## src/rtl/cfsi_pkg.sv

```systemverilog
// ----------------------------------------------------------------------------
// cfsi_pkg: shared types and constants for the cell flux surface integral
// Widths, lane indexes, controller states and the control bundle that the
// sequencer hands to the five component lanes.
// ----------------------------------------------------------------------------
package cfsi_pkg;

  // Q16.16 operand width and Q32.32 accumulator width
  localparam int DATA_W = 32;
  localparam int PROD_W = 2 * DATA_W;
  localparam int CNT_W  = $clog2(DATA_W);

  // conserved components: mass, x/y/z momentum, energy
  localparam int NCOMP = 5;
  localparam int ZCOMP = 3;

  // spatial_dims register
  localparam int DIMS_W = 2;
  localparam logic [DIMS_W-1:0] DIMS_RESET = 2'd2;
  localparam logic [DIMS_W-1:0] DIMS_3D    = 2'd3;

  // sequencer states
  typedef enum logic [2:0] {
    ST_IDLE,
    ST_MUL,
    ST_ACC,
    ST_DLOAD,
    ST_DIV,
    ST_FIN
  } cfsi_state_t;

  // control bundle from sequencer to lanes
  typedef struct packed {
    logic load;      // capture a face beat
    logic mul_step;  // one multiplier bit
    logic area_bit;  // current area bit, LSB first
    logic acc;       // add product into the running sum
    logic inward;    // face sign bit: add +p instead of -p
    logic zen;       // z momentum lane active
    logic dload;     // take magnitude of sum, start divide
    logic div_step;  // one quotient bit
    logic fin;       // write result, clear sums
  } cfsi_ctl_t;

endpackage

```

## src/rtl/cfsi_lane.sv

```systemverilog
// ----------------------------------------------------------------------------
// cfsi_lane: one conserved component
// Bit-serial signed x unsigned multiplier, saturating Q32.32 accumulator and
// a restoring divider that produces one quotient bit per cycle.
// ----------------------------------------------------------------------------
module cfsi_lane (
  input  logic                                 clk,
  input  logic                                 rst_n,
  input  cfsi_pkg::cfsi_ctl_t                  ctl,
  input  logic                                 en,
  input  logic signed [cfsi_pkg::DATA_W-1:0]   flux_in,
  input  logic        [cfsi_pkg::DATA_W-1:0]   vol,
  output logic        [cfsi_pkg::DATA_W-1:0]   res,
  output logic                                 flag
);

  localparam int W  = cfsi_pkg::DATA_W;
  localparam int PW = cfsi_pkg::PROD_W;
  localparam logic [W-1:0]  Q_MAX = {1'b0, {(W-1){1'b1}}};
  localparam logic [W-1:0]  Q_MIN = {1'b1, {(W-1){1'b0}}};
  localparam logic [PW-1:0] S_MAX = {1'b0, {(PW-1){1'b1}}};
  localparam logic [PW-1:0] S_MIN = {1'b1, {(PW-1){1'b0}}};

  logic signed [W-1:0]  flux_r;
  logic signed [W-1:0]  hi_r;
  logic        [W-1:0]  lo_r;
  logic signed [PW-1:0] sum_r, sum_nxt;
  logic        [W-1:0]  rem_r;
  logic        [W-1:0]  dq_r;
  logic                 neg_r, zero_r, big_r;

  logic signed [W:0]    mul_acc;
  logic        [PW-1:0] prod;
  logic        [PW:0]   p_ext, add_ext, s_ext;
  logic        [PW-1:0] sat_sum;
  logic        [PW-1:0] mag;
  logic        [W:0]    r2, diff;
  logic                 ge;

  // multiplier step: partial sum plus flux when the area bit is set
  always_comb begin
    mul_acc = {hi_r[W-1], hi_r} + (ctl.area_bit ? {flux_r[W-1], flux_r} : '0);
  end

  // saturating accumulate of -p (outward) or +p (inward)
  always_comb begin
    prod    = {hi_r, lo_r};
    p_ext   = {prod[PW-1], prod};
    add_ext = ctl.inward ? p_ext : (~p_ext + {{PW{1'b0}}, 1'b1});
    s_ext   = {sum_r[PW-1], sum_r} + add_ext;
    if (s_ext[PW] != s_ext[PW-1]) begin
      sat_sum = s_ext[PW] ? S_MIN : S_MAX;
    end else begin
      sat_sum = s_ext[PW-1:0];
    end
  end

  // magnitude of the sum for the divider
  always_comb begin
    mag = sum_r[PW-1] ? (~sum_r + {{(PW-1){1'b0}}, 1'b1}) : sum_r;
  end

  // restoring divide step
  always_comb begin
    r2   = {rem_r, dq_r[W-1]};
    ge   = (r2 >= {1'b0, vol});
    diff = r2 - {1'b0, vol};
  end

  // running sum, cleared at end of cell
  always_comb begin
    sum_nxt = sum_r;
    if (ctl.fin) begin
      sum_nxt = '0;
    end else if (ctl.acc && en) begin
      sum_nxt = sat_sum;
    end
  end

  always_ff @(posedge clk) begin
    if (!rst_n) begin
      sum_r <= '0;
    end else begin
      sum_r <= sum_nxt;
    end
  end

  // datapath shift registers
  always_ff @(posedge clk) begin
    if (ctl.load) begin
      flux_r <= flux_in;
      hi_r   <= '0;
      lo_r   <= '0;
    end else if (ctl.mul_step) begin
      hi_r <= mul_acc[W:1];
      lo_r <= {mul_acc[0], lo_r[W-1:1]};
    end
    if (ctl.dload) begin
      neg_r  <= sum_r[PW-1];
      zero_r <= (sum_r == '0);
      big_r  <= (mag[PW-1:W] >= vol);
      rem_r  <= mag[PW-1:W];
      dq_r   <= mag[W-1:0];
    end else if (ctl.div_step) begin
      rem_r <= ge ? diff[W-1:0] : r2[W-1:0];
      dq_r  <= {dq_r[W-2:0], ge};
    end
  end

  // final quotient with saturation
  always_comb begin
    res  = dq_r;
    flag = 1'b0;
    if (!en) begin
      res = '0;
    end else if (vol == '0) begin
      flag = 1'b1;
      res  = zero_r ? '0 : (neg_r ? Q_MIN : Q_MAX);
    end else if (big_r) begin
      flag = 1'b1;
      res  = neg_r ? Q_MIN : Q_MAX;
    end else if (neg_r) begin
      if (dq_r > Q_MIN) begin
        flag = 1'b1;
        res  = Q_MIN;
      end else begin
        res = ~dq_r + {{(W-1){1'b0}}, 1'b1};
      end
    end else if (dq_r[W-1]) begin
      flag = 1'b1;
      res  = Q_MAX;
    end
  end

endmodule

```

## src/rtl/cfsi_ctrl.sv

```systemverilog
// ----------------------------------------------------------------------------
// cfsi_ctrl: sequencer for the cell flux surface integral
// Holds the dims register, the face area shift register and the volume,
// steps the lanes through multiply, accumulate and divide, and owns the
// result valid flag.
// ----------------------------------------------------------------------------
module cfsi_ctrl (
  input  logic                                clk,
  input  logic                                rst_n,
  input  logic                                cfg_wr_en,
  input  logic [cfsi_pkg::DIMS_W-1:0]         cfg_wr_data,
  input  logic                                in_valid,
  output logic                                in_stall,
  input  logic [cfsi_pkg::DATA_W-1:0]         in_face_area,
  input  logic signed [1:0]                   in_out_sign,
  input  logic [cfsi_pkg::DATA_W-1:0]         in_cell_volume,
  input  logic                                in_last_face,
  input  logic                                out_stall,
  output logic                                out_valid,
  output cfsi_pkg::cfsi_ctl_t                 ctl,
  output logic [cfsi_pkg::DATA_W-1:0]         vol
);

  localparam int W  = cfsi_pkg::DATA_W;
  localparam int CW = cfsi_pkg::CNT_W;
  localparam logic [CW-1:0] CNT_LAST = CW'(W - 1);

  cfsi_pkg::cfsi_state_t state_r, state_nxt;
  logic [CW-1:0]               cnt_r;
  logic [W-1:0]                area_r;
  logic [W-1:0]                vol_r;
  logic                        inward_r, last_r, zen_r;
  logic [cfsi_pkg::DIMS_W-1:0] dims_r;
  logic                        out_valid_r;
  logic                        slot_free;

  assign slot_free = !out_valid_r || !out_stall;
  assign out_valid = out_valid_r;
  assign vol       = vol_r;

  // next state
  always_comb begin
    state_nxt = state_r;
    unique case (state_r)
      cfsi_pkg::ST_IDLE:  if (in_valid) state_nxt = cfsi_pkg::ST_MUL;
      cfsi_pkg::ST_MUL:   if (cnt_r == CNT_LAST) state_nxt = cfsi_pkg::ST_ACC;
      cfsi_pkg::ST_ACC:   state_nxt = last_r ? cfsi_pkg::ST_DLOAD : cfsi_pkg::ST_IDLE;
      cfsi_pkg::ST_DLOAD: state_nxt = cfsi_pkg::ST_DIV;
      cfsi_pkg::ST_DIV:   if (cnt_r == CNT_LAST) state_nxt = cfsi_pkg::ST_FIN;
      cfsi_pkg::ST_FIN:   if (slot_free) state_nxt = cfsi_pkg::ST_IDLE;
      default:            state_nxt = cfsi_pkg::ST_IDLE;
    endcase
  end

  // state outputs
  always_comb begin
    ctl          = '0;
    ctl.area_bit = area_r[0];
    ctl.inward   = inward_r;
    ctl.zen      = zen_r;
    in_stall     = 1'b1;
    unique case (state_r)
      cfsi_pkg::ST_IDLE: begin
        in_stall = 1'b0;
        ctl.load = in_valid;
      end
      cfsi_pkg::ST_MUL:   ctl.mul_step = 1'b1;
      cfsi_pkg::ST_ACC:   ctl.acc      = 1'b1;
      cfsi_pkg::ST_DLOAD: ctl.dload    = 1'b1;
      cfsi_pkg::ST_DIV:   ctl.div_step = 1'b1;
      cfsi_pkg::ST_FIN:   ctl.fin      = slot_free;
      default:            in_stall     = 1'b1;
    endcase
  end

  // control registers
  always_ff @(posedge clk) begin
    if (!rst_n) begin
      state_r     <= cfsi_pkg::ST_IDLE;
      cnt_r       <= '0;
      dims_r      <= cfsi_pkg::DIMS_RESET;
      out_valid_r <= 1'b0;
    end else begin
      state_r <= state_nxt;
      cnt_r   <= (ctl.mul_step || ctl.div_step) ? cnt_r + 1'b1 : '0;
      if (cfg_wr_en) begin
        dims_r <= cfg_wr_data;
      end
      if (ctl.fin) begin
        out_valid_r <= 1'b1;
      end else if (!out_stall) begin
        out_valid_r <= 1'b0;
      end
    end
  end

  // face beat capture and area bit shifter
  always_ff @(posedge clk) begin
    if (ctl.load) begin
      area_r   <= in_face_area;
      vol_r    <= in_cell_volume;
      inward_r <= in_out_sign[1];
      last_r   <= in_last_face;
      zen_r    <= (dims_r == cfsi_pkg::DIMS_3D);
    end else if (ctl.mul_step) begin
      area_r <= {1'b0, area_r[W-1:1]};
    end
  end

endmodule

```

## src/rtl/cell_flux_surface_integral.sv

```systemverilog
// ----------------------------------------------------------------------------
// cell_flux_surface_integral: finite volume flux divergence of one cell
// Accumulates flux times negated signed face area over the faces of a cell
// and divides the five sums by the cell volume on the last face.
// ----------------------------------------------------------------------------
// A face beat is accepted, then the bit-serial multipliers form flux times
// area one area bit per cycle, and the product is added with saturation
// into the Q32.32 sums. The last face of a cell then takes the sum
// magnitudes, runs the restoring dividers that give one quotient bit per
// cycle, and writes the result register once the result slot is free.
// All five components run in parallel lanes; the z lane is idle unless
// spatial_dims is 3. A finished result waits in its own register, and the
// next face is accepted meanwhile; only a further last face waits for that
// register to be taken.
module cell_flux_surface_integral (
  input  logic                                clk,
  input  logic                                rst_n,
  input  logic                                cfg_wr_en,
  input  logic        [cfsi_pkg::DIMS_W-1:0]  cfg_wr_data,
  input  logic                                in_valid,
  output logic                                in_stall,
  input  logic signed [cfsi_pkg::DATA_W-1:0]  in_mass_flux,
  input  logic signed [cfsi_pkg::DATA_W-1:0]  in_xmom_flux,
  input  logic signed [cfsi_pkg::DATA_W-1:0]  in_ymom_flux,
  input  logic signed [cfsi_pkg::DATA_W-1:0]  in_zmom_flux,
  input  logic signed [cfsi_pkg::DATA_W-1:0]  in_energy_flux,
  input  logic        [cfsi_pkg::DATA_W-1:0]  in_face_area,
  input  logic signed [1:0]                   in_out_sign,
  input  logic        [cfsi_pkg::DATA_W-1:0]  in_cell_volume,
  input  logic                                in_last_face,
  output logic                                out_valid,
  input  logic                                out_stall,
  output logic signed [cfsi_pkg::DATA_W-1:0]  out_dmass_dt,
  output logic signed [cfsi_pkg::DATA_W-1:0]  out_dxmom_dt,
  output logic signed [cfsi_pkg::DATA_W-1:0]  out_dymom_dt,
  output logic signed [cfsi_pkg::DATA_W-1:0]  out_dzmom_dt,
  output logic signed [cfsi_pkg::DATA_W-1:0]  out_denergy_dt,
  output logic                                out_overflow_flag
);

  localparam int W = cfsi_pkg::DATA_W;
  localparam int N = cfsi_pkg::NCOMP;

  cfsi_pkg::cfsi_ctl_t ctl;
  logic        [W-1:0] vol;
  logic signed [W-1:0] flux [N];
  logic        [W-1:0] res  [N];
  logic        [N-1:0] lane_flag;

  logic signed [W-1:0] dmass_r, dxmom_r, dymom_r, dzmom_r, denergy_r;
  logic                ovf_r;

  assign flux[0] = in_mass_flux;
  assign flux[1] = in_xmom_flux;
  assign flux[2] = in_ymom_flux;
  assign flux[3] = in_zmom_flux;
  assign flux[4] = in_energy_flux;

  // sequencer
  cfsi_ctrl u_ctrl (
    .clk            (clk),
    .rst_n          (rst_n),
    .cfg_wr_en      (cfg_wr_en),
    .cfg_wr_data    (cfg_wr_data),
    .in_valid       (in_valid),
    .in_stall       (in_stall),
    .in_face_area   (in_face_area),
    .in_out_sign    (in_out_sign),
    .in_cell_volume (in_cell_volume),
    .in_last_face   (in_last_face),
    .out_stall      (out_stall),
    .out_valid      (out_valid),
    .ctl            (ctl),
    .vol            (vol)
  );

  // component lanes
  for (genvar i = 0; i < N; i++) begin : g_lane
    cfsi_lane u_lane (
      .clk     (clk),
      .rst_n   (rst_n),
      .ctl     (ctl),
      .en      ((i == cfsi_pkg::ZCOMP) ? ctl.zen : 1'b1),
      .flux_in (flux[i]),
      .vol     (vol),
      .res     (res[i]),
      .flag    (lane_flag[i])
    );
  end

  // result register
  always_ff @(posedge clk) begin
    if (ctl.fin) begin
      dmass_r   <= res[0];
      dxmom_r   <= res[1];
      dymom_r   <= res[2];
      dzmom_r   <= res[3];
      denergy_r <= res[4];
      ovf_r     <= |lane_flag;
    end
  end

  assign out_dmass_dt      = dmass_r;
  assign out_dxmom_dt      = dxmom_r;
  assign out_dymom_dt      = dymom_r;
  assign out_dzmom_dt      = dzmom_r;
  assign out_denergy_dt    = denergy_r;
  assign out_overflow_flag = ovf_r;

  // a face beat starts a multiply, so the input side closes next cycle
  a_busy_after_accept: assert property (@(posedge clk) disable iff (!rst_n)
    (in_valid && !in_stall) |=> in_stall)
    else $error("input not stalled after face beat");

  // results are written only into a free slot
  a_fin_slot_free: assert property (@(posedge clk) disable iff (!rst_n)
    ctl.fin |-> (!out_valid || !out_stall))
    else $error("result written over a pending beat");

  // a result appears only after a writeback
  a_valid_from_fin: assert property (@(posedge clk) disable iff (!rst_n)
    $rose(out_valid) |-> $past(ctl.fin))
    else $error("result valid without writeback");

  // the z lane reports nothing while idle in two dimensions
  a_z_quiet: assert property (@(posedge clk) disable iff (!rst_n)
    (ctl.fin && !ctl.zen) |=> (out_dzmom_dt == '0))
    else $error("z result nonzero in two dimensions");

endmodule
```

## config.mk

```make
export PLATFORM = sky130hd
export DESIGN_NAME = cell_flux_surface_integral
export DESIGN_NICKNAME = d
export VERILOG_FILES = /design/src/rtl/cfsi_pkg.sv /design/src/rtl/cfsi_lane.sv /design/src/rtl/cfsi_ctrl.sv /design/src/rtl/cell_flux_surface_integral.sv
export SDC_FILE = /design/constraint.sdc
export NUM_CORES = 2
export LEC_CHECK = 0
export ABC_CLOCK_PERIOD_IN_PS = 36100
export BUFFER_PORTS_ARGS = -buffer_cell sky130_fd_sc_hd__clkbuf_2
export CORE_ASPECT_RATIO = 0.7
export CORE_MARGIN = 2
export CORE_UTILIZATION = 40
export DETAILED_ROUTE_END_ITERATION = 8
export PLACE_DENSITY = 0.61
export SLEW_MARGIN = 20
export SYNTH_ARGS = -nofsm -noshare
export SYNTH_HDL_FRONTEND = slang
export SYNTH_SLANG_ARGS = --single-unit
```

## constraint.sdc

```tcl
create_clock -name clk -period 36.1 [get_ports clk]
set_input_delay 3.61 -clock clk [delete_from_list [all_inputs] [get_ports clk]]
set_output_delay 3.61 -clock clk [all_outputs]
set_load 0.01 [all_outputs]
```

==> results.json <==
{
  "fin_setup_tns_ns": 0,
  "detail_route.wirelength_um": 376000,
  "vias_per_cell": 5.84,
  "grt_overflow": 0,
  "drt_iter0_markers": 11548,
  "synth_top_area_cell": "edfxtp_1",
  "cp_data_required_time_ns": 36.80,
  "place_hpwl_um": 282000,
  "synth_top_family_by_area": "compound AO/OA/AOI/OAI gates",
  "cts.path.max_buffers": 4,
  "cts_tree": "yes",
  "ioPinCount": 397,
  "worstPathMaxFanout": 58,
  "vias": 100688,
  "area_growth_syn_to_layout_pct": 9.85,
  "cp.arrival_ns": 8.67,
  "clk_root_buffer_cell": "clkbuf_16",
  "path_clk_slew_ns": 0.07,
  "synth_fa_ha_area_frac": 0.122,
  "num_rows": 160,
  "synth_edf_count": 723,
  "synth_xor_area_frac": 0.0941,
  "synth_most_common_cell": "a21oi_1",
  "clk_latency_ns": 0.88,
  "wl_per_cell_um": 21.8,
  "synth-compound-area-share": 0.241,
  "synth_nets": 14506,
  "max-vdd-ir-drop_mv": 0.0523,
  "setup_viol_count_final": 0,
  "maxCapViolations": 0,
  "rsz0062_at_grt": "no",
  "grt_pass1_wl_um": 562000,
  "initial_core_util": 0.403,
  "final_antenna_net_count": 0,
  "fin_nets": 14524,
  "worstSetupEndpointType": "flop",
  "drtPass1Iterations": 6,
  "ys_seq_area_frac": 0.317,
  "drc": 0,
  "status": "finished clean",
  "antenna_found_initial": 15,
  "post_cts_buffers": 0,
  "hp-class": "flop to flop",
  "netlist_area_um2": 110000,
  "period_needed_ns": 7.97,
  "ys.warnings.count": 0,
  "crit_type": "flop to flop",
  "clkSinkCount": 1374,
  "ys_top_cells_by_count": "a21oi_1, nand2_1, o21ai_0",
  "dieArea_um2": 278000,
  "syn_area_per_cell_um2": 8.16,
  "ys_async_sr_fraction": 0,
  "power_density_nw_per_um2": 52.4,
  "holdBufCountCts": 0,
  "synth.distinct_cells": 97,
  "synth-simple-area-share": 0.183,
  "utilization": 0.443,
  "ys.flop_type": "edfxtp_1",
  "syn_inst": 13435,
  "grt_pass1_vias": 87525,
  "die_h_um": 442,
  "fin_skew_ns": 0.0631,
  "finalCritPeriodShare": 0.221,
  "total_leakage_power_nw": 49.5,
  "netlist.area_leader.share": 0.198,
  "ys_seq_elements": 1374,
  "max_freq_mhz": 125,
  "synthMuxAreaShare": 0.00566,
  "grt_max_degree": 197,
  "place.gp.congestion": 0.971,
  "gr-usage-all-layers": 0.258,
  "worst_pin_slew_ns": 1.32,
  "synth_area_leaders": "edfxtp_1, dfxtp_1, ha_1",
  "final_layout_size_suffix_gt1_frac": 0.0702,
  "fp.dieW_um": 630,
  "core-area_um2": 272000,
  "numCtsBuffers": 165,
  "power_mw": 6.32,
  "rrSetupSlack_ns": 28.13,
  "postCtsResizedCells": 0,
  "slew_headroom": 0.117,
  "worst_setup_path_start_kind": "flop",
  "h-tree-depth": 4,
  "hold_viol": 0,
  "slew_viol_final": 0,
  "port_buffers": 395
}
-- cell families (layout without fill, tap and decap cells) --
kind of cell               after synthesis  count (layout)
xor gates and xnor gates              1176            1176
and+or+nand+nor                       4210            4210
buffers and inverters                 1079            1226
muxes                                   61              61
AOI/OAI and AO/OA                     4416            4416
DFF                                   1374            1374
other                                    0               2
adders and majority gates             1119            1119
-- worst max-delay path, cell delays in order, from the launching register on --
cell	delay, ns
dfxtp_1	0.38
nor3_1	0.39
nand2_1	0.16
nor3_1	0.92
and3_1	0.60
and2_1	0.26
inv_1	0.13
nor2_1	0.37
nand3_1	0.23
o21ai_0	0.24
xnor2_1	0.09
ha_1	0.41
nand2_1	0.15
nor2_1	0.21
nand2_1	0.21
or4_1	0.45
a211oi_1	0.75
o21bai_1	0.14
a31oi_1	0.21
nor2_1	0.11
xor2_4	0.25
buf_4	0.62
maj3_1	0.31
a21oi_1	0.06
-- power by group --
part	leakage, nW	total [mW]	switching [mW]	internal, mW
combinational	35.0	2.65	1.68	0.962
sequential	11.9	1.92	0.162	1.76
clock	2.62	1.75	0.735	1.01
-- state kept, by name, summed over array words and instances (netlist names), 2 cells and up --
register	cells
g_lane.u_lane.sum_r	320
g_lane.u_lane.dq_r	160
g_lane.u_lane.flux_r	160
g_lane.u_lane.hi_r	160
g_lane.u_lane.lo_r	160
g_lane.u_lane.rem_r	160
out_denergy_dt	32
out_dmass_dt	32
out_dxmom_dt	32
out_dymom_dt	32
out_dzmom_dt	32
u_ctrl.area_r	32
u_ctrl.vol	32
g_lane.u_lane.big_r	5
g_lane.u_lane.neg_r	5
g_lane.u_lane.zero_r	5
u_ctrl.cnt_r	5
u_ctrl.state_r	3
u_ctrl.dims_r	2
-- worst paths after layout --
| kind | cells past startpoint | to | from |
|---|---|---|---|
| setup reg to reg | 23 | g_lane[1].u_lane.sum_r[1] | g_lane[1].u_lane.lo_r[21] |
| hold / removal | 1 | u_ctrl.cnt_r[0] | u_ctrl.cnt_r[0] |
| setup / recovery | 23 | g_lane[1].u_lane.sum_r[1] | g_lane[1].u_lane.lo_r[21] |
| hold reg to reg | 1 | u_ctrl.cnt_r[0] | u_ctrl.cnt_r[0] |
-- through the flow --
stage	instance area (um2)	std cells	setup WS [ns]	hold WS, ns
final	120000	17229	28.13	0.451
after global routing	120000	17228	27.68	0.486
after CTS	120000	17227	28.35	0.453
after detailed placement	115000	16931	28.38	0.442
after global placement	115000	16931	28.34	0.433
after floorplan	110000	13435	11.68	0.418
-- final cells by class --
class | count | area [um2]
antenna | 2 | 5.00
timing repair buffer | 558 | 3280
inverter | 372 | 1410
multi-input combinational | 10982 | 71000
tap | 3645 | 4560
fill | 27043 | 152000
clock buffer | 207 | 4490
clock inverter | 89 | 942
sequential | 1374 | 34700
-- routing by layer --
layer	routed length [um]	up-vias	GRT usage
li1	-	49174	-
met1	194000	47240	0.429
met2	134000	3911	0.319
met3	39800	355	0.0598
met4	8190	8	0.0560
met5	54	-	0
-- cells in the final DEF (no fill, tap or decap), types with 53 or more instances in the layout --
master / count
nor4_1: 118
nand2_1: 1501
a211oi_1: 129
nor3_1: 284
nand4_1: 172
maj3_1: 282
o21a_1: 82
or3_1: 169
edfxtp_1: 723
and2_1: 207
or4_1: 74
o211ai_1: 55
clkbuf_16: 169
o21bai_1: 124
xnor2_1: 548
o31ai_1: 159
o41ai_1: 68
a31oi_1: 123
clkbuf_2: 395
inv_1: 365
a21o_1: 424
nor2_1: 960
nand3_1: 178
o21ai_0: 1092
xor2_1: 621
nor2b_1: 119
mux2i_1: 53
ha_1: 822
dfxtp_1: 646
nand2b_1: 142
buf_4: 157
a21boi_0: 56
a21oi_1: 1749
and3_1: 81
Note: power is estimated with default switching activity, not from simulation.
